--- src/sv/fpa_pkg.sv ---
`timescale 1ns / 1ps
// Package of the first-fit page allocator: beat types, status and state codes,
// pool geometry and fixed constants. It depends on nothing else.
package fpa_pkg;

  localparam int unsigned MaxShift = 20;
  localparam logic [4:0] PageShiftRst = 5'd12;

  typedef enum logic [1:0] {
    REG_POOL_BASE  = 2'd0,
    REG_POOL_END   = 2'd1,
    REG_PAGE_SHIFT = 2'd2,
    REG_HIGH_FIRST = 2'd3
  } reg_idx_e;

  typedef enum logic [1:0] {
    ST_OK    = 2'd0,
    ST_OOM   = 2'd1,
    ST_FULL  = 2'd2,
    ST_NOREG = 2'd3
  } status_e;

  typedef enum logic {
    FN_ALLOC = 1'b0,
    FN_FREE  = 1'b1
  } func_e;

  typedef enum logic [2:0] {
    S_CLEAR,
    S_IDLE,
    S_WALK,
    S_TAIL,
    S_SPARE,
    S_WR1,
    S_WR2,
    S_DONE
  } state_e;

  typedef struct packed {
    logic        func;
    logic [31:0] request_bytes;
    logic [31:0] free_address;
  } req_t;

  typedef struct packed {
    status_e     status;
    logic [31:0] base_address;
    logic [31:0] granted_bytes;
    logic [31:0] peak_bytes;
  } res_t;

  typedef struct packed {
    logic [32:0] lo;
    logic [31:0] hi;
    logic [31:0] npages;
    logic        empty;
    logic [4:0]  sh;
    logic        hif;
  } geom_t;

endpackage

--- src/sv/fpa_geom.sv ---
`timescale 1ns / 1ps
// Pool geometry of the allocator: page rounding of the pool bounds and page count.
// It depends on fpa_pkg.
module fpa_geom (
  input  logic [31:0]   pool_base_i,
  input  logic [31:0]   pool_end_i,
  input  logic [4:0]    page_shift_i,
  input  logic          high_first_i,
  output fpa_pkg::geom_t geom_o
);

  logic [4:0]  sh;
  logic [32:0] mask;
  logic [32:0] lo;
  logic [31:0] hi;
  logic        empty;
  logic [32:0] span;

  always_comb begin
    sh    = (page_shift_i > 5'(fpa_pkg::MaxShift)) ? 5'(fpa_pkg::MaxShift) : page_shift_i;
    mask  = (33'd1 << sh) - 33'd1;
    lo    = ({1'b0, pool_base_i} + mask) & ~mask;
    hi    = pool_end_i & ~mask[31:0];
    empty = ({1'b0, hi} <= lo);
    span  = {1'b0, hi} - lo;
    geom_o.lo     = lo;
    geom_o.hi     = hi;
    geom_o.empty  = empty;
    geom_o.npages = empty ? 32'd0 : (span[31:0] >> sh);
    geom_o.sh     = sh;
    geom_o.hif    = high_first_i;
  end

endmodule

--- config.mk ---
export PLATFORM = sky130hd
export DESIGN_NAME = fpa_geom
export DESIGN_NICKNAME = d
export VERILOG_FILES = /design/src/sv/fpa_pkg.sv /design/src/sv/fpa_geom.sv
export SDC_FILE = /design/constraint.sdc
export NUM_CORES = 1
export LEC_CHECK = 0
export BUFFER_PORTS_ARGS = -buffer_cell sky130_fd_sc_hd__buf_2
export CELL_PAD_IN_SITES_DETAIL_PLACEMENT = 1
export CELL_PAD_IN_SITES_GLOBAL_PLACEMENT = 1
export CORE_ASPECT_RATIO = 0.8
export CORE_MARGIN = 4
export CORE_UTILIZATION = 42
export DETAILED_ROUTE_END_ITERATION = 6
export PLACE_DENSITY_LB_ADDON = 0.1
export SLEW_MARGIN = 20
export SYNTH_ARGS = -nofsm -noshare
export SYNTH_HDL_FRONTEND = slang
export SYNTH_SLANG_ARGS = --single-unit
--- constraint.sdc ---
create_clock -name vclk -period 18
set_input_delay 2.7 -clock vclk [all_inputs]
set_output_delay 2.7 -clock vclk [all_outputs]
set_load 0.01 [all_outputs]
==> results.md <==
* P per Cell Area at 69.9 nW/um^2
* Vias in the first global route at 7985
* Post-Synthesis Mean Instance Area at 6.41 sq um
* Starting Density at 43.0%
* Core ar. at 15800 sq um
* Post-Syn Instances at 1059
* Std cell rows at 41
* Fin crit period at 14270 ps
* Hold buffers post-CTS at 0
* Top Usage Layer GRT: met1
* CP startpoint kind: primary input
* Gpl congestion at 1.01
* Worst slew margin at 32.8%
* Status: finished clean
* # fillers at 2238
* I/O Buffers at 172
* Fmax at 70.1 MHz
* Commonest non-fill, non-tap cells in the layout: buf_2, nand2_1, a21oi_1, nor2_1, inv_1
* Remaining Overflow, GRT at 0
* M2 GR Usage at 42.9%
* Min-Delay Path Class: in2out
* Synth cell types at 86
* Number of max-cap violations at 0
* Most common cell after layout, fill and taps aside: buf_2
* Initial antenna violation count at 0
* Die height at 122 um
* Min-delay src: high_first_i
* FFs & Latches at 0
* DR WL/cell at 20.0 um
* Synthesis-to-layout area growth at 12.9%
* Routing usage on met1 at 45.3%
* Worst EP arrival at 11570 ps
* Mapped Area at 6790 sq um
* IO Count at 174
* CLK BUF at 0
* Nets at 1311
* Share of layout cells above drive strength 1 at 19.2%
* Area of the multi-input gates at 6230 sq um
* DR iter-0 viols at 680
* DRT Pass-1 Iters at 5
* RSZ-0062 raised after global routing: no
* Routing usage on met3 at 2.23%
* Final setup TNS at 0 ps
* Setup violators final at 0
* Actual slew at the worst max-slew pin at 1000 ps
* Final period util at 79.3%
* First-pass GRT wire length at 43.1 mm
* Crit Path Class: in2out
* Register area share after synthesis at 0%
* CP endpoint kind: output port
* Resized Gates After CTS at 0
* Critical path fanouts, max at 38
* Detailed Route WL at 27.7 mm
* Crit path from: page_shift_i[3]
* Die ar. at 18300 sq um
* Routed via count at 8628
* Yosys warns at 0
* Largest net degree at the start of global routing at 41
* Final Max Slew Viols at 0
* Die Wd at 150 um
* Final ANT Viol Nets at 0
* GR Util All Layers at 28.7%
* Slowest-stage cell, CP: nor2_1
* Crit-path max cell delay at 880 ps
* FF+latch area at 0 sq um
* Leakage at 3.77 nW
* Via/cell ratio at 6.22
* Final core occ at 48.6%
* Final hold violations at 0
* N_diodes at 0
* Maximum vdd drop at 0.0243 mV
* Remaining DRCs at 0
* Post-CTS Setup Inserts at 0
* DP HPWL at 23.0 mm
* Critical Path RT at 15300 ps
## synth_stat cells, types with 6 or more instances
cell type	instances	area, sq um
mux2i_1	38	380
o22ai_1	10	62.6
o21a_1	22	165
buf_2	21	105
and2_1	34	213
a21oi_2	6	52.6
or2_2	6	37.5
or3_1	11	68.8
o211ai_1	18	135
a21oi_1	91	455
nand2b_1	17	106
nor3_1	22	110
and3_1	12	75.1
o31ai_1	9	67.6
a211oi_1	16	120
xor2_1	20	175
mux2_2	10	113
xnor2_1	23	201
clkbuf_1	36	135
buf_1	6	22.5
nand4_1	12	75.1
nand3_1	35	175
nor2_1	84	315
inv_1	74	278
o21ai_1	9	45.0
o21ai_0	62	310
a21o_1	24	180
nand2_1	116	435
o31a_1	7	61.3
nor2b_1	13	81.3
o21bai_1	11	82.6
o21ai_2	6	52.6
a31oi_1	12	75.1
ha_1	65	813
## power breakdown
part           total [mW]  internal, mW  switching, mW
clock network           0             0              0
registers               0             0              0
logic               0.536         0.194          0.341
## final timing paths
kind | end | slack, ps | depth (start not counted)
setup / recovery | geom_o[18] | 3730 | 32
hold / removal | geom_o[0] | 5400 | 0
## routing by layer
layer	vias up	part of all wire [%]
met5	-	0
met4	0	1.6
met3	33	7.9
met2	392	41
met1	4106	49
li1	4097	-
## cell families after synthesis
| family | synth area share, % |
|---|---|
| and+or+nand+nor | 28.7 |
| AOI/OAI and AO/OA | 36.9 |
| buffers and inverters | 8.68 |
| adders and majority gates | 12.6 |
| muxes | 7.59 |
| xor gates and xnor gates | 5.54 |
| other | 0.0552 |
## metrics by stage
| step | cell area, sq um | setup WS (ps) | hold slack (ps) | cells | power (mW) |
|---|---|---|---|---|---|
| 6_report | 7670 | 3730 | 5400 | 1387 | 0.536 |
| 5_1_grt | 7670 | 3320 | 5400 | 1387 | 0.584 |
| 4_1_cts | 7670 | 4120 | 5400 | 1387 | 0.524 |
| 3_5_place_dp | 7670 | 4110 | 5400 | 1387 | 0.521 |
| 3_3_place_gp | 7670 | 4400 | 5400 | 1387 | 0.513 |
| 2_1_floorplan | 6810 | 5720 | 5490 | 1064 | 0.378 |
## critical path: cells and delay by family
family	cells	cell delay, ps
XOR/XNOR	1	190
AO/OA/AOI/OAI	10	2540
buffers and inverters	5	890
adder cells (fa/ha/maj)	3	1140
AND/OR/NAND/NOR	13	4060
## layout make-up
cell class / instances / area share (%)
well taps: 215 / 3.51
inverters: 76 / 3.72
repair buffers: 176 / 11.6
multi-input cells: 920 / 81.2
(Power assumes the default switching activity.)
