[src/sv/fpa_ram.sv]
`timescale 1ns / 1ps
// Generic single-write, single-read synchronous RAM with a registered read.
// It depends on nothing else.
module fpa_ram #(
  parameter int unsigned WIDTH = 32,
  parameter int unsigned DEPTH = 64
) (
  input  logic                     clk_i,
  input  logic                     we_i,
  input  logic [$clog2(DEPTH)-1:0] waddr_i,
  input  logic [WIDTH-1:0]         wdata_i,
  input  logic [$clog2(DEPTH)-1:0] raddr_i,
  output logic [WIDTH-1:0]         rdata_o
);

  logic [WIDTH-1:0] mem_q [DEPTH];
  logic [WIDTH-1:0] rdata_q;

  always_ff @(posedge clk_i) begin
    if (we_i) begin
      mem_q[waddr_i] <= wdata_i;
    end
    rdata_q <= mem_q[raddr_i];
  end

  assign rdata_o = rdata_q;

endmodule

[config.mk]
export PLATFORM = sky130hd
export DESIGN_NAME = fpa_ram
export DESIGN_NICKNAME = d
export VERILOG_FILES = /design/src/sv/fpa_ram.sv
export SDC_FILE = /design/constraint.sdc
export NUM_CORES = 2
export LEC_CHECK = 0
export BUFFER_PORTS_ARGS = -buffer_cell sky130_fd_sc_hd__buf_4
export CORE_UTILIZATION = 50
export DETAILED_ROUTE_END_ITERATION = 7
export GPL_TIMING_DRIVEN = 0
export PLACE_DENSITY = 0.67
export SYNTH_ARGS = -nofsm -noshare
export SYNTH_HDL_FRONTEND = slang
export SYNTH_SLANG_ARGS = --single-unit
[constraint.sdc]
create_clock -name clk_i -period 4.6 [get_ports clk_i]
set_clock_uncertainty 0.15 [all_clocks]
set_input_delay 0.69 -clock clk_i [delete_from_list [all_inputs] [get_ports clk_i]]
set_output_delay 0.69 -clock clk_i [all_outputs]
set_load 0.02 [all_outputs]
==> metrics.md <==
| Metric | Value |
|---|---|
| Detailed Routing Iterations Pass 1 | `6` |
| Core Region | `0.1560 sq mm` |
| Horizontal extent of the die | `398.3 microns` |
| Cell Area, Synth | `slightly below 0.08 sq mm` |
| Number of setup violations in the final report | `2` |
| Clock network latency to the later pin of the worst-skew pair | `between 0.8 and 0.9 ns` |
| Max capacitance violation total | `3` |
| Status | `complete, but fails checks` |
| Worst-case register-to-register setup slack | `1.69 ns` |
| Avg WL per Cell | `~40 microns` |
| Multi-input combinational cell area | `0.01597 sq mm` |
| Detail Placement HPWL | `152600 microns` |
| Worst-margin pin slew | `1.579 ns` |
| CTS tree | `done` |
| DIE AREA | `0.1586 sq mm` |
| Hold Vio Cnt, Final | `0` |
| Leakage component of the power | `between 20 and 30 nW` |
| Crit Path Max Fanout | `10` |
| Overall Global Routing Usage | `0.3020` |
| Max rail drop VDD | `roughly 0.00042 V` |
| Number of unique standard cell types used by synthesis | `34` |
| Net Count, Synth | `3370` |
| Clock slew seen by the registers of the worst setup and hold paths | `around 0.060 ns` |
| Required time worst endpoint | `5.13 ns` |
| Residual overflow from global routing | `0` |
| Sum of internal, switching and leakage power | `approximately 40 mW` |
| Maximum clock insertion buffer count | `3` |
| Class of the tightest hold or removal check | `input pin to register` |
| Total Nets Final | `3755` |
| Area of all placed cells without fillers | `0.09123 sq mm` |
| Final period util | `1.012` |
| Drt first-iter violations | `between 7000 and 8000` |
| # DRC | `0` |
| Setup repair after global routing missed its margin | `no` |
| Violated checks | `capacitance limit, slew limit, setup timing` |
| Detailed-route via count | `around 40000` |
| Number of global-route vias before repair | `38770` |
| Power Density | `438.5 mW/mm^2` |
| Mean instance size in the synthesized netlist | `23.62 sq um` |
| Category of the most critical setup path | `input pin to register` |
| Global-route wire length before repair | `320300 microns` |
| Port Buf Inserts | `69` |
| Die height | `398.3 microns` |
| Sink Count | `2080` |
| # Post-CTS Setup Buffers | `0` |
| Storage cell area | `0.06214 sq mm` |
| Placed Instance Area | `0.08454 sq mm` |
| Number of placed I/O pins | `78` |
| Weighted congestion at the end of routability-driven global placement | `a little under 0.9` |
| CTS Hold Bufs | `0` |
| Final hold slack | `about 0.27 ns` |
| Sequential element share of the synthesized area | `0.7914` |
| Fill cells | `10780` |
| Starting utilization of the core area | `0.5032` |
| Post-route minimum period | `about 4.7 ns` |
| Worst slack after detailed placement | `-0.6612 ns` |
| Routed Antenna Nets | `0` |
| Arr. time, crit path | `about 5.2 ns` |
| Relative max-transition margin | `-0.05300` |
| Number of instances in the synthesized netlist | `roughly 3300` |
| Number of synthesis warnings | `0` |
| Total number of placement rows | `145` |
| CTS Buf Count | `between 200 and 250` |
| Number of instances resized during post-cts repair | `0` |
| Crit path capture type | `register` |
| Utilization of the core after routing | `0.5847` |
| Clock root buffer | `sky130_fd_sc_hd__clkbuf_16` |
| Maximum number of pins on one net before global-route repair | `65` |
| Post-Route WL | `235900 microns` |
| Layout cells sized above 1 | `0.3010` |
| Synth Register Bits | `~2100` |
| Pins over their slew limit | `33` |
| Maximum achievable frequency | `0.2147 GHz` |
| Worst Setup Slack, final | `-0.05690 ns` |
| Area growth, synth to finish | `16.20%` |
| Antenna violations before repair | `17` |
| Startpoint kind of the worst setup timing path | `input pin` |
| CTS H-tree lvls | `4` |
| Detailed-route vias per instance | `6.708` |
-- layout make-up --
| cell class | count | share of cell area |
|---|---|---|
| clock inverters | 114 | 0.01264 |
| clock buffers | 266 | 0.06055 |
| multi-input cells | 1062 | 0.1750 |
| well taps | 2058 | 0.02822 |
| diodes | 5 | 0.0001371 |
| repair buffers | 180 | 0.03261 |
| flip-flops and latches | 2080 | 0.6811 |
| plain buffers | 182 | 0.009737 |
-- cell families after synthesis --
family	Yosys count	share of synthesized area
AO/OA/AOI/OAI	202	0.01673
buffers and inverters	182	0.01128
flip-flops	2080	0.7914
multiplexers	637	0.1679
AND/OR/NAND/NOR	223	0.01265
-- where the power goes --
| group | leakage, nW | internal [mW] | switching (mW) |
|---|---|---|---|
| Clock | 3.25 | 9.55 | 7.18 |
| Combinational | 6.52 | 0.748 | 1.51 |
| Sequential | 18.7 | 21.0 | 0.0412 |
-- cell usage in the layout, fill, tap and decap left out, types with 4 or more instances in the layout --
cell type,Yosys,routed
sky130_fd_sc_hd__mux2i_1,93,93
sky130_fd_sc_hd__buf_16,0,43
sky130_fd_sc_hd__nor2_4,0,62
sky130_fd_sc_hd__o22ai_1,84,84
sky130_fd_sc_hd__nand2b_1,8,8
sky130_fd_sc_hd__nor2b_1,15,15
sky130_fd_sc_hd__buf_4,25,95
sky130_fd_sc_hd__clkinv_1,0,43
sky130_fd_sc_hd__nor3_1,7,5
sky130_fd_sc_hd__bufinv_16,0,19
sky130_fd_sc_hd__o32ai_1,4,4
sky130_fd_sc_hd__diode_2,0,5
sky130_fd_sc_hd__clkinvlp_4,0,8
sky130_fd_sc_hd__buf_6,5,13
sky130_fd_sc_hd__nand3b_1,5,5
sky130_fd_sc_hd__clkinv_2,0,31
sky130_fd_sc_hd__o221ai_1,27,27
sky130_fd_sc_hd__and3_1,4,4
sky130_fd_sc_hd__buf_1,21,21
sky130_fd_sc_hd__buf_12,0,58
sky130_fd_sc_hd__a311oi_1,8,8
sky130_fd_sc_hd__clkbuf_16,0,209
sky130_fd_sc_hd__a41o_1,4,4
sky130_fd_sc_hd__edfxtp_1,2048,2048
sky130_fd_sc_hd__buf_2,57,57
sky130_fd_sc_hd__inv_16,0,5
sky130_fd_sc_hd__nand2_1,26,26
sky130_fd_sc_hd__mux4_2,544,544
sky130_fd_sc_hd__a22oi_1,12,12
sky130_fd_sc_hd__nand3_1,5,5
sky130_fd_sc_hd__a21oi_1,62,62
sky130_fd_sc_hd__clkbuf_1,74,121
sky130_fd_sc_hd__clkbuf_8,0,8
sky130_fd_sc_hd__nor2_1,137,75
sky130_fd_sc_hd__dfxtp_1,32,32
-- synthesized netlist by cell type (all sizes together) --
cell	n	share of area
nand2	26	0.0012
and2	2	0.00016
or3b	5	0.00056
nand3	5	0.00032
o22ai	84	0.0067
a41o	4	0.00051
a21oi	62	0.0040
nor2b	15	0.0012
a311oi	8	0.00089
and3	4	0.00032
nand2b	8	0.00064
mux2i	93	0.012
nand3b	5	0.00048
clkbuf	74	0.0035
buf	108	0.0077
or2	3	0.00024
o32ai	4	0.00045
edfxtp	2048	0.78
a22oi	12	0.0011
mux4	544	0.16
a31oi	1	0.000080
nand4b	1	0.00011
or3	3	0.00024
o221ai	27	0.0030
dfxtp	32	0.0082
nor3	7	0.00045
nand4	2	0.00016
nor2	137	0.0065
-- stage by stage --
stage / std cells / TNS, ns
floorplan: 3324 / 0
global placement: 5451 / -2702.08
detailed placement: 5562 / -4.686
CTS: 5942 / 0
global route: 5942 / 0
finish: 5947 / -0.05823
-- state kept, by name, summed over array words and instances, names as in the netlist --
signal   count
mem_q     2048
rdata_o     32
-- critical path, stage by stage --
cell and delay [ns]:
sky130_fd_sc_hd__buf_2 0.43, sky130_fd_sc_hd__buf_2 0.43, sky130_fd_sc_hd__buf_2 0.37, sky130_fd_sc_hd__buf_1 0.88, sky130_fd_sc_hd__nand3b_1 0.76, sky130_fd_sc_hd__o221ai_1 0.49
sky130_fd_sc_hd__a21oi_1 0.28, sky130_fd_sc_hd__a21oi_1 0.66, sky130_fd_sc_hd__nor2_1 0.16
-- metal layers --
metal / wire length [microns] / share of wire / vias to the layer above / global-route usage
li1: - / - / 15090 / -
met1: 84400 / 0.36 / 21110 / 0.4223
met2: 105100 / 0.45 / 3113 / 0.4420
met3: 33410 / 0.14 / 571 / 0.08652
met4: 12940 / 0.055 / 14 / 0.1418
met5: 95 / 0.00040 / - / 0
-- path summary, 6_finish.rpt --
path,start,depth (start not counted),end
worst min register to register,mem_q[28][17],4,rdata_o[17]
worst min-delay path,wdata_i[20],1,mem_q[34][20]
worst max register to register,mem_q[30][18],4,rdata_o[18]
worst max-delay path,raddr_i[1],9,rdata_o[9]
(Power assumes the default switching activity.)
