[config.mk]
export PLATFORM = sky130hd
export DESIGN_NAME = fpa_ctrl
export DESIGN_NICKNAME = d
export VERILOG_FILES = /design/src/sv/fpa_pkg.sv /design/src/sv/fpa_ctrl.sv
export SDC_FILE = /design/constraint.sdc
export NUM_CORES = 2
export LEC_CHECK = 0
export BUFFER_PORTS_ARGS = -buffer_cell sky130_fd_sc_hd__buf_4
export CORE_MARGIN = 2
export CORE_UTILIZATION = 45
export DETAILED_ROUTE_END_ITERATION = 6
export PLACE_DENSITY_LB_ADDON = 0.2
export SLEW_MARGIN = 20
export SYNTH_ARGS = -nofsm -noshare
export SYNTH_HDL_FRONTEND = slang
export SYNTH_SLANG_ARGS = --single-unit
[constraint.sdc]
create_clock -name clk_i -period 29.1 [get_ports clk_i]
set_input_delay 2.91 -clock clk_i [delete_from_list [all_inputs] [get_ports clk_i]]
set_output_delay 2.91 -clock clk_i [all_outputs]
set_load 0.05 [all_outputs]
[src/sv/fpa_pkg.sv]
`timescale 1ns / 1ps
// Package of the first-fit page allocator: beat types, status and state codes,
// pool geometry and fixed constants. It depends on nothing else.
package fpa_pkg;

  localparam int unsigned MaxShift = 20;
  localparam logic [4:0] PageShiftRst = 5'd12;

  typedef enum logic [1:0] {
    REG_POOL_BASE  = 2'd0,
    REG_POOL_END   = 2'd1,
    REG_PAGE_SHIFT = 2'd2,
    REG_HIGH_FIRST = 2'd3
  } reg_idx_e;

  typedef enum logic [1:0] {
    ST_OK    = 2'd0,
    ST_OOM   = 2'd1,
    ST_FULL  = 2'd2,
    ST_NOREG = 2'd3
  } status_e;

  typedef enum logic {
    FN_ALLOC = 1'b0,
    FN_FREE  = 1'b1
  } func_e;

  typedef enum logic [2:0] {
    S_CLEAR,
    S_IDLE,
    S_WALK,
    S_TAIL,
    S_SPARE,
    S_WR1,
    S_WR2,
    S_DONE
  } state_e;

  typedef struct packed {
    logic        func;
    logic [31:0] request_bytes;
    logic [31:0] free_address;
  } req_t;

  typedef struct packed {
    status_e     status;
    logic [31:0] base_address;
    logic [31:0] granted_bytes;
    logic [31:0] peak_bytes;
  } res_t;

  typedef struct packed {
    logic [32:0] lo;
    logic [31:0] hi;
    logic [31:0] npages;
    logic        empty;
    logic [4:0]  sh;
    logic        hif;
  } geom_t;

endpackage

[src/sv/fpa_ctrl.sv]
`timescale 1ns / 1ps
// Sequencer of the allocator: list walk over the region RAM, link updates and results.
// It depends on fpa_pkg and drives one fpa_ram instance through its ports.
module fpa_ctrl #(
  parameter int unsigned MAX_REGIONS = 64
) (
  input  logic                                clk_i,
  input  logic                                rst_ni,
  input  fpa_pkg::geom_t                      geom_i,
  input  logic                                in_valid_i,
  output logic                                in_stall_o,
  input  fpa_pkg::req_t                       in_data_i,
  output logic                                out_valid_o,
  input  logic                                out_stall_i,
  output fpa_pkg::res_t                       out_data_o,
  output logic                                we_o,
  output logic [$clog2(MAX_REGIONS)-1:0]      waddr_o,
  output logic [64+$clog2(MAX_REGIONS+1)-1:0] wdata_o,
  output logic [$clog2(MAX_REGIONS)-1:0]      raddr_o,
  input  logic [64+$clog2(MAX_REGIONS+1)-1:0] rdata_i
);

  localparam int unsigned IW = $clog2(MAX_REGIONS + 1);
  localparam int unsigned AW = $clog2(MAX_REGIONS);
  localparam logic [IW-1:0] NoneIdx = IW'(MAX_REGIONS);
  localparam logic [IW-1:0] LastIdx = IW'(MAX_REGIONS - 1);

  fpa_pkg::state_e  state_q, state_d;
  logic             func_q, func_d;
  logic [31:0]      want_q, want_d;
  logic [31:0]      poff_q, poff_d;
  logic [IW-1:0]    first_q, first_d;
  logic [IW-1:0]    spare_q, spare_d;
  logic [IW-1:0]    cur_q, cur_d;
  logic [31:0]      coff_q, coff_d;
  logic [31:0]      cpg_q, cpg_d;
  logic [IW-1:0]    nx_q, nx_d;
  logic [IW-1:0]    node_q, node_d;
  logic [31:0]      noff_q, noff_d;
  logic [31:0]      npg_q, npg_d;
  logic [IW-1:0]    nlnk_q, nlnk_d;
  logic [31:0]      pages_q, pages_d;
  logic [31:0]      peak_q, peak_d;
  fpa_pkg::status_e stat_q, stat_d;
  logic [IW-1:0]    cnt_q, cnt_d;
  logic             out_valid_q, out_valid_d;
  fpa_pkg::res_t    out_q, out_d;

  logic [31:0] r_off, r_pg;
  logic [IW-1:0] r_lnk;
  logic [32:0] sub_a, sub_b, room;
  logic        fits, hit, accept, out_free;
  logic [31:0] req_m1, off_base;
  logic [32:0] tot;
  logic [51:0] bytes_w;
  logic [31:0] bytes_sat;
  logic [32:0] r_end, in_off;

  assign r_off = rdata_i[IW+63:IW+32];
  assign r_pg  = rdata_i[IW+31:IW];
  assign r_lnk = rdata_i[IW-1:0];

  assign accept   = in_valid_i && (state_q == fpa_pkg::S_IDLE);
  assign out_free = !out_valid_q || !out_stall_i;

  always_comb begin
    if (state_q == fpa_pkg::S_TAIL) begin
      sub_a = geom_i.hif ? {1'b0, coff_q} : {1'b0, geom_i.npages};
      sub_b = geom_i.hif ? 33'd0 : ({1'b0, coff_q} + {1'b0, cpg_q});
    end else begin
      sub_a = geom_i.hif ? {1'b0, coff_q} : {1'b0, r_off};
      sub_b = geom_i.hif ? ({1'b0, r_off} + {1'b0, r_pg}) : ({1'b0, coff_q} + {1'b0, cpg_q});
    end
    room   = (sub_a > sub_b) ? (sub_a - sub_b) : 33'd0;
    fits   = ({1'b0, want_q} <= room);
    r_end  = {1'b0, r_off} + {1'b0, r_pg};
    hit    = (poff_q >= r_off) && ({1'b0, poff_q} < r_end);
    req_m1 = in_data_i.request_bytes - 32'd1;
    in_off = {1'b0, in_data_i.free_address} - geom_i.lo;
  end

  always_comb begin
    state_d = state_q;
    case (state_q)
      fpa_pkg::S_CLEAR: begin
        if (cnt_q == LastIdx) begin
          state_d = fpa_pkg::S_IDLE;
        end
      end
      fpa_pkg::S_IDLE: begin
        if (accept) begin
          if (in_data_i.func == fpa_pkg::FN_ALLOC) begin
            if (geom_i.empty) begin
              state_d = fpa_pkg::S_DONE;
            end else if (first_q == NoneIdx) begin
              state_d = fpa_pkg::S_TAIL;
            end else begin
              state_d = fpa_pkg::S_WALK;
            end
          end else if (({1'b0, in_data_i.free_address} > {1'b0, geom_i.hi}) ||
                       ({1'b0, in_data_i.free_address} < geom_i.lo) ||
                       (first_q == NoneIdx)) begin
            state_d = fpa_pkg::S_DONE;
          end else begin
            state_d = fpa_pkg::S_WALK;
          end
        end
      end
      fpa_pkg::S_WALK: begin
        if (func_q == fpa_pkg::FN_ALLOC) begin
          if (fits) begin
            state_d = (spare_q == NoneIdx) ? fpa_pkg::S_DONE : fpa_pkg::S_SPARE;
          end else if (r_lnk == NoneIdx) begin
            state_d = fpa_pkg::S_TAIL;
          end
        end else if (hit) begin
          state_d = fpa_pkg::S_WR1;
        end else if (r_lnk == NoneIdx) begin
          state_d = fpa_pkg::S_DONE;
        end
      end
      fpa_pkg::S_TAIL: begin
        if (!fits || (spare_q == NoneIdx)) begin
          state_d = fpa_pkg::S_DONE;
        end else begin
          state_d = fpa_pkg::S_SPARE;
        end
      end
      fpa_pkg::S_SPARE: state_d = fpa_pkg::S_WR1;
      fpa_pkg::S_WR1:   state_d = fpa_pkg::S_WR2;
      fpa_pkg::S_WR2:   state_d = fpa_pkg::S_DONE;
      fpa_pkg::S_DONE: begin
        if (out_free) begin
          state_d = fpa_pkg::S_IDLE;
        end
      end
      default: state_d = fpa_pkg::S_IDLE;
    endcase
  end

  always_comb begin
    func_d      = func_q;
    want_d      = want_q;
    poff_d      = poff_q;
    first_d     = first_q;
    spare_d     = spare_q;
    cur_d       = cur_q;
    coff_d      = coff_q;
    cpg_d       = cpg_q;
    nx_d        = nx_q;
    node_d      = node_q;
    noff_d      = noff_q;
    npg_d       = npg_q;
    nlnk_d      = nlnk_q;
    pages_d     = pages_q;
    peak_d      = peak_q;
    stat_d      = stat_q;
    cnt_d       = cnt_q;
    out_valid_d = out_valid_q && out_stall_i;
    out_d       = out_q;
    we_o        = 1'b0;
    waddr_o     = cur_q[AW-1:0];
    wdata_o     = {coff_q, cpg_q, node_q};
    raddr_o     = nx_q[AW-1:0];
    tot         = {1'b0, pages_q} + {1'b0, want_q};
    bytes_w     = {20'd0, pages_q} << geom_i.sh;
    bytes_sat   = (|bytes_w[51:32]) ? 32'hFFFF_FFFF : bytes_w[31:0];
    off_base    = noff_q << geom_i.sh;
    case (state_q)
      fpa_pkg::S_CLEAR: begin
        we_o    = 1'b1;
        waddr_o = cnt_q[AW-1:0];
        wdata_o = {64'd0, cnt_q + IW'(1)};
        cnt_d   = cnt_q + IW'(1);
      end
      fpa_pkg::S_IDLE: begin
        raddr_o = first_q[AW-1:0];
        if (accept) begin
          func_d = in_data_i.func;
          want_d = (in_data_i.request_bytes == 32'd0) ? 32'd0 :
                   ((req_m1 >> geom_i.sh) + 32'd1);
          poff_d = in_off[31:0] >> geom_i.sh;
          cur_d  = NoneIdx;
          coff_d = (geom_i.hif && (in_data_i.func == fpa_pkg::FN_ALLOC)) ?
                   geom_i.npages : 32'd0;
          cpg_d  = 32'd0;
          nx_d   = first_q;
          stat_d = (in_data_i.func == fpa_pkg::FN_ALLOC) ? fpa_pkg::ST_OOM :
                   fpa_pkg::ST_NOREG;
        end
      end
      fpa_pkg::S_WALK: begin
        raddr_o = r_lnk[AW-1:0];
        if (func_q == fpa_pkg::FN_ALLOC) begin
          if (fits) begin
            raddr_o = spare_q[AW-1:0];
            stat_d  = fpa_pkg::ST_FULL;
          end else begin
            cur_d  = nx_q;
            coff_d = r_off;
            cpg_d  = r_pg;
            nx_d   = r_lnk;
          end
        end else if (hit) begin
          node_d = nx_q;
          noff_d = r_off;
          npg_d  = r_pg;
          nlnk_d = r_lnk;
        end else begin
          cur_d  = nx_q;
          coff_d = r_off;
          cpg_d  = r_pg;
          nx_d   = r_lnk;
        end
      end
      fpa_pkg::S_TAIL: begin
        raddr_o = spare_q[AW-1:0];
        stat_d  = fits ? fpa_pkg::ST_FULL : fpa_pkg::ST_OOM;
      end
      fpa_pkg::S_SPARE: begin
        spare_d = r_lnk;
        node_d  = spare_q;
        noff_d  = geom_i.hif ? (coff_q - want_q) : (coff_q + cpg_q);
        npg_d   = want_q;
        nlnk_d  = nx_q;
      end
      fpa_pkg::S_WR1: begin
        if (cur_q == NoneIdx) begin
          first_d = (func_q == fpa_pkg::FN_ALLOC) ? node_q : nlnk_q;
        end else begin
          we_o    = 1'b1;
          wdata_o = {coff_q, cpg_q, (func_q == fpa_pkg::FN_ALLOC) ? node_q : nlnk_q};
        end
        if (func_q == fpa_pkg::FN_ALLOC) begin
          pages_d = tot[32] ? 32'hFFFF_FFFF : tot[31:0];
        end else begin
          pages_d = (pages_q > npg_q) ? (pages_q - npg_q) : 32'd0;
        end
      end
      fpa_pkg::S_WR2: begin
        we_o    = 1'b1;
        waddr_o = node_q[AW-1:0];
        wdata_o = {noff_q, npg_q, (func_q == fpa_pkg::FN_ALLOC) ? nlnk_q : spare_q};
        stat_d  = fpa_pkg::ST_OK;
        if (func_q == fpa_pkg::FN_FREE) begin
          spare_d = node_q;
        end else if (bytes_sat > peak_q) begin
          peak_d = bytes_sat;
        end
      end
      fpa_pkg::S_DONE: begin
        if (out_free) begin
          out_valid_d = 1'b1;
          out_d.status = stat_q;
          out_d.peak_bytes = peak_q;
          if (stat_q == fpa_pkg::ST_OK) begin
            out_d.base_address  = off_base + geom_i.lo[31:0];
            out_d.granted_bytes = npg_q << geom_i.sh;
          end else begin
            out_d.base_address  = 32'd0;
            out_d.granted_bytes = 32'd0;
          end
        end
      end
      default: ;
    endcase
  end

  always_ff @(posedge clk_i or negedge rst_ni) begin
    if (!rst_ni) begin
      state_q     <= fpa_pkg::S_CLEAR;
      cnt_q       <= '0;
      first_q     <= NoneIdx;
      spare_q     <= '0;
      pages_q     <= '0;
      peak_q      <= '0;
      out_valid_q <= 1'b0;
    end else begin
      state_q     <= state_d;
      cnt_q       <= cnt_d;
      first_q     <= first_d;
      spare_q     <= spare_d;
      pages_q     <= pages_d;
      peak_q      <= peak_d;
      out_valid_q <= out_valid_d;
    end
  end

  always_ff @(posedge clk_i) begin
    func_q <= func_d;
    want_q <= want_d;
    poff_q <= poff_d;
    cur_q  <= cur_d;
    coff_q <= coff_d;
    cpg_q  <= cpg_d;
    nx_q   <= nx_d;
    node_q <= node_d;
    noff_q <= noff_d;
    npg_q  <= npg_d;
    nlnk_q <= nlnk_d;
    stat_q <= stat_d;
    out_q  <= out_d;
  end

  assign in_stall_o  = (state_q != fpa_pkg::S_IDLE);
  assign out_valid_o = out_valid_q;
  assign out_data_o  = out_q;

endmodule

==> out/results.ini <==
[place]
dp.cells=6960
dpl.hpwl_um=150000
gp_congestion=1.04
io_buffers=427

[clocking]
htreeDepth=2
ctsResizeCount=0
clkTransAtPathRegs_ns=0.06
cts_root_buf=clkbuf_16
cts_tree=built
cts_hold_buf=0
cts_setup_buffers=0
cts_max_path_buffers=3
cts_sinks=410
cts_buffers=51
insertion_delay_ns=0.67

[synth]
synth_fp_nets=6150
netlist_area_mm2=0.0454
yosys_warnings=0
yosys.area.top_type_share_pct=21.2
ys_seq_area_share_pct=26.1
ys_async_sr_fraction_pct=21.7
synth_cell_types=97
synthTopCellsByArea=edfxtp_1 21%, ha_1 11%, a21oi_1 5.3%
yosysTopAreaCell=edfxtp_1
synth_edf_count=321
synth_flop_cell=edfxtp_1
ys_ff_latch=410
yosysMostFrequentCell=nand2_1
avgSynthCellArea_um2=8.28
synth_common_cells=579 x nand2_1, 487 x nor2_1, 485 x a21oi_1, 417 x ha_1, 371 x o21ai_0
syn-instance-count=5481

[sta]
finalMaxSlewViolations=0
finalCritPeriodShare_pct=51.4
fin_crit_ns=14.95
setup_viol=0
worst_pin_slew_ns=1.16
fin_setup_tns_ns=0
slew_headroom_pct=20.9
rsz0062_at_grt=false
fin_skew_ns=0.0394
max_freq_mhz=66.9
hold_viol_final=0

[pwr]
powerDensity_mw_per_mm2=99.5
leakagePower_nw=21.9
total_power_w=0.00512
vdd_drop_max_uv=123

[worst_setup_path]
worst_r2r_startpoint=coff_q[0]$_DFFE_PP_
cpPeakStageDelay_ns=0.81
reg2reg_depth=35
start_kind=primary input
r2r_setup_slack_ns=19.44
cp.arrival_ns=12.04
cpMaxStageDelayCell=nor2_1
crit_path_frequent_cell=a21o_1
r2r-end=coff_q[1]$_DFFE_PP_
cp_max_fo=23
worstSetupPathType=primary input to output port
crit_required_ns=26.19
worstSetupEndpointType=output port

[finish]
drive_above_1_share_pct=14.6
fin_nets=6385
fill_cells=9559
syn_to_final_growth_pct=13.3
layout.cells.non_filler=7062

[drt]
ant_nets=0
drt_iter0_drc=5785
drt_wl_total_um=189000
drt-vias-per-instance=6.44
num_vias=45500
dr.pass1.iters=7
drc=0
wl_per_cell_um=26.8

[hold_path]
hold-path-endpoint=out_data_o[19]$_DFFE_PP_
whs_path_depth=0
hp-class=flop to flop
hold_path_startpoint=peak_q[19]$_DFFE_PN0P_

[die]
die_h_um=322
start_util_pct=45.4
core_mm2=0.100
die_area_mm2=0.103
fp.dieW_um=322
rows=116
io_pins=428

[flow_run]
drv.max_cap_violation_count=0

[global_route]
grt_max_degree=97
grtUsageTotal_pct=35.3
antenna_found_initial=13
grt_overflow_total=0
grt_pass1_vias=42100
grt_pass1_wl_um=275000

[run_status]
status=finished, final reports clean

worst max-delay path: cells and delay by family:
kind                     cells  cell delay [ns]
AO/OA/AOI/OAI               22             4.76
buffers and inverters        3             0.73
AND/OR/NAND/NOR             10             2.12
XOR/XNOR                     1             0.20
adder cells (fa/ha/maj)      4             1.29
power breakdown:
group          internal, W  switching [W]
registers         0.000881       0.000267
logic              0.00117        0.00211
clock network     0.000397       0.000287
total              0.00245        0.00267
layout make-up:
class / count / area (um^2) / area share, %
Tap cell: 1298 / 1620 / 3.16
Clock buffer: 69 / 1460 / 2.83
Timing Repair Buffer: 487 / 3680 / 7.16
Inverter: 249 / 938 / 1.82
Clock inverter: 27 / 299 / 0.582
Antenna cell: 5 / 12.5 / 0.0243
Multi-Input combinational cell: 4517 / 31500 / 61.3
Sequential cell: 410 / 11900 / 23.1
state kept, by name (all words and copies together) (netlist names), 32 cells and up:
name and count:
poff_q 32, cpg_q 32, want_q 32, out_data_o 98, peak_q 32, coff_q 32
noff_q 32, pages_q 32, npg_q 32
cells in the final DEF (no fill, tap or decap), drive strengths merged, types with 50 or more instances in the layout:
cell type / n
ha: 417
xor2: 122
o211ai: 50
a211oi: 73
a21oi: 485
inv: 251
nand3: 138
clkbuf: 69
nand4: 73
and3: 75
a31oi: 52
a21o: 133
nand2: 579
mux2i: 161
nor2: 487
buf: 487
nand2b: 77
o21ai: 374
mux2: 113
dfrtp: 88
nor3: 115
o21a: 76
xnor2: 147
nor2b: 66
mux4: 64
edfxtp: 321
stage by stage:
| step | util (%) | setup slack, ns | cell area [um^2] | hold slack [ns] |
|---|---|---|---|---|
| after floorplan | - | 15.59 | 45400 | 0.443 |
| after global placement | 49.6 | 14.48 | 49600 | 0.460 |
| after detailed placement | 49.6 | 14.40 | 49600 | 0.472 |
| after CTS | 51.4 | 14.36 | 51400 | 0.473 |
| after global routing | 51.4 | 13.63 | 51400 | 0.487 |
| final | 51.4 | 14.15 | 51400 | 0.473 |
per-layer routing:
| layer | global-route usage (%) | wire [um] |
|---|---|---|
| met2 | 56.3 | 85100 |
| met5 | 0 | 74 |
| met3 | 7.36 | 18000 |
| met4 | 18.3 | 11000 |
| met1 | 45.0 | 75000 |
worst max path at each step:
stage,start,endpoint,slack [ns],depth (start not counted)
3_3_place_gp,rdata_i[7],raddr_o[5],14.48,40
5_1_grt,rdata_i[7],raddr_o[5],13.63,40
3_5_place_dp,rdata_i[7],raddr_o[4],14.40,40
2_1_floorplan,rdata_i[7],raddr_o[0],15.59,37
4_1_cts,rdata_i[7],raddr_o[3],14.36,40
6_report,rdata_i[7],raddr_o[3],14.15,40
kinds of logic after synthesis:
kind of cell	Yosys count	share of synthesized area [%]
fa+ha+maj	425	11.8
mux	338	9.53
buf+inv	554	4.68
compound gates	1629	23.0
xor+xnor	269	5.19
flops	410	26.1
simple gates	1856	19.6
Note: power is estimated with default switching activity, not from simulation.
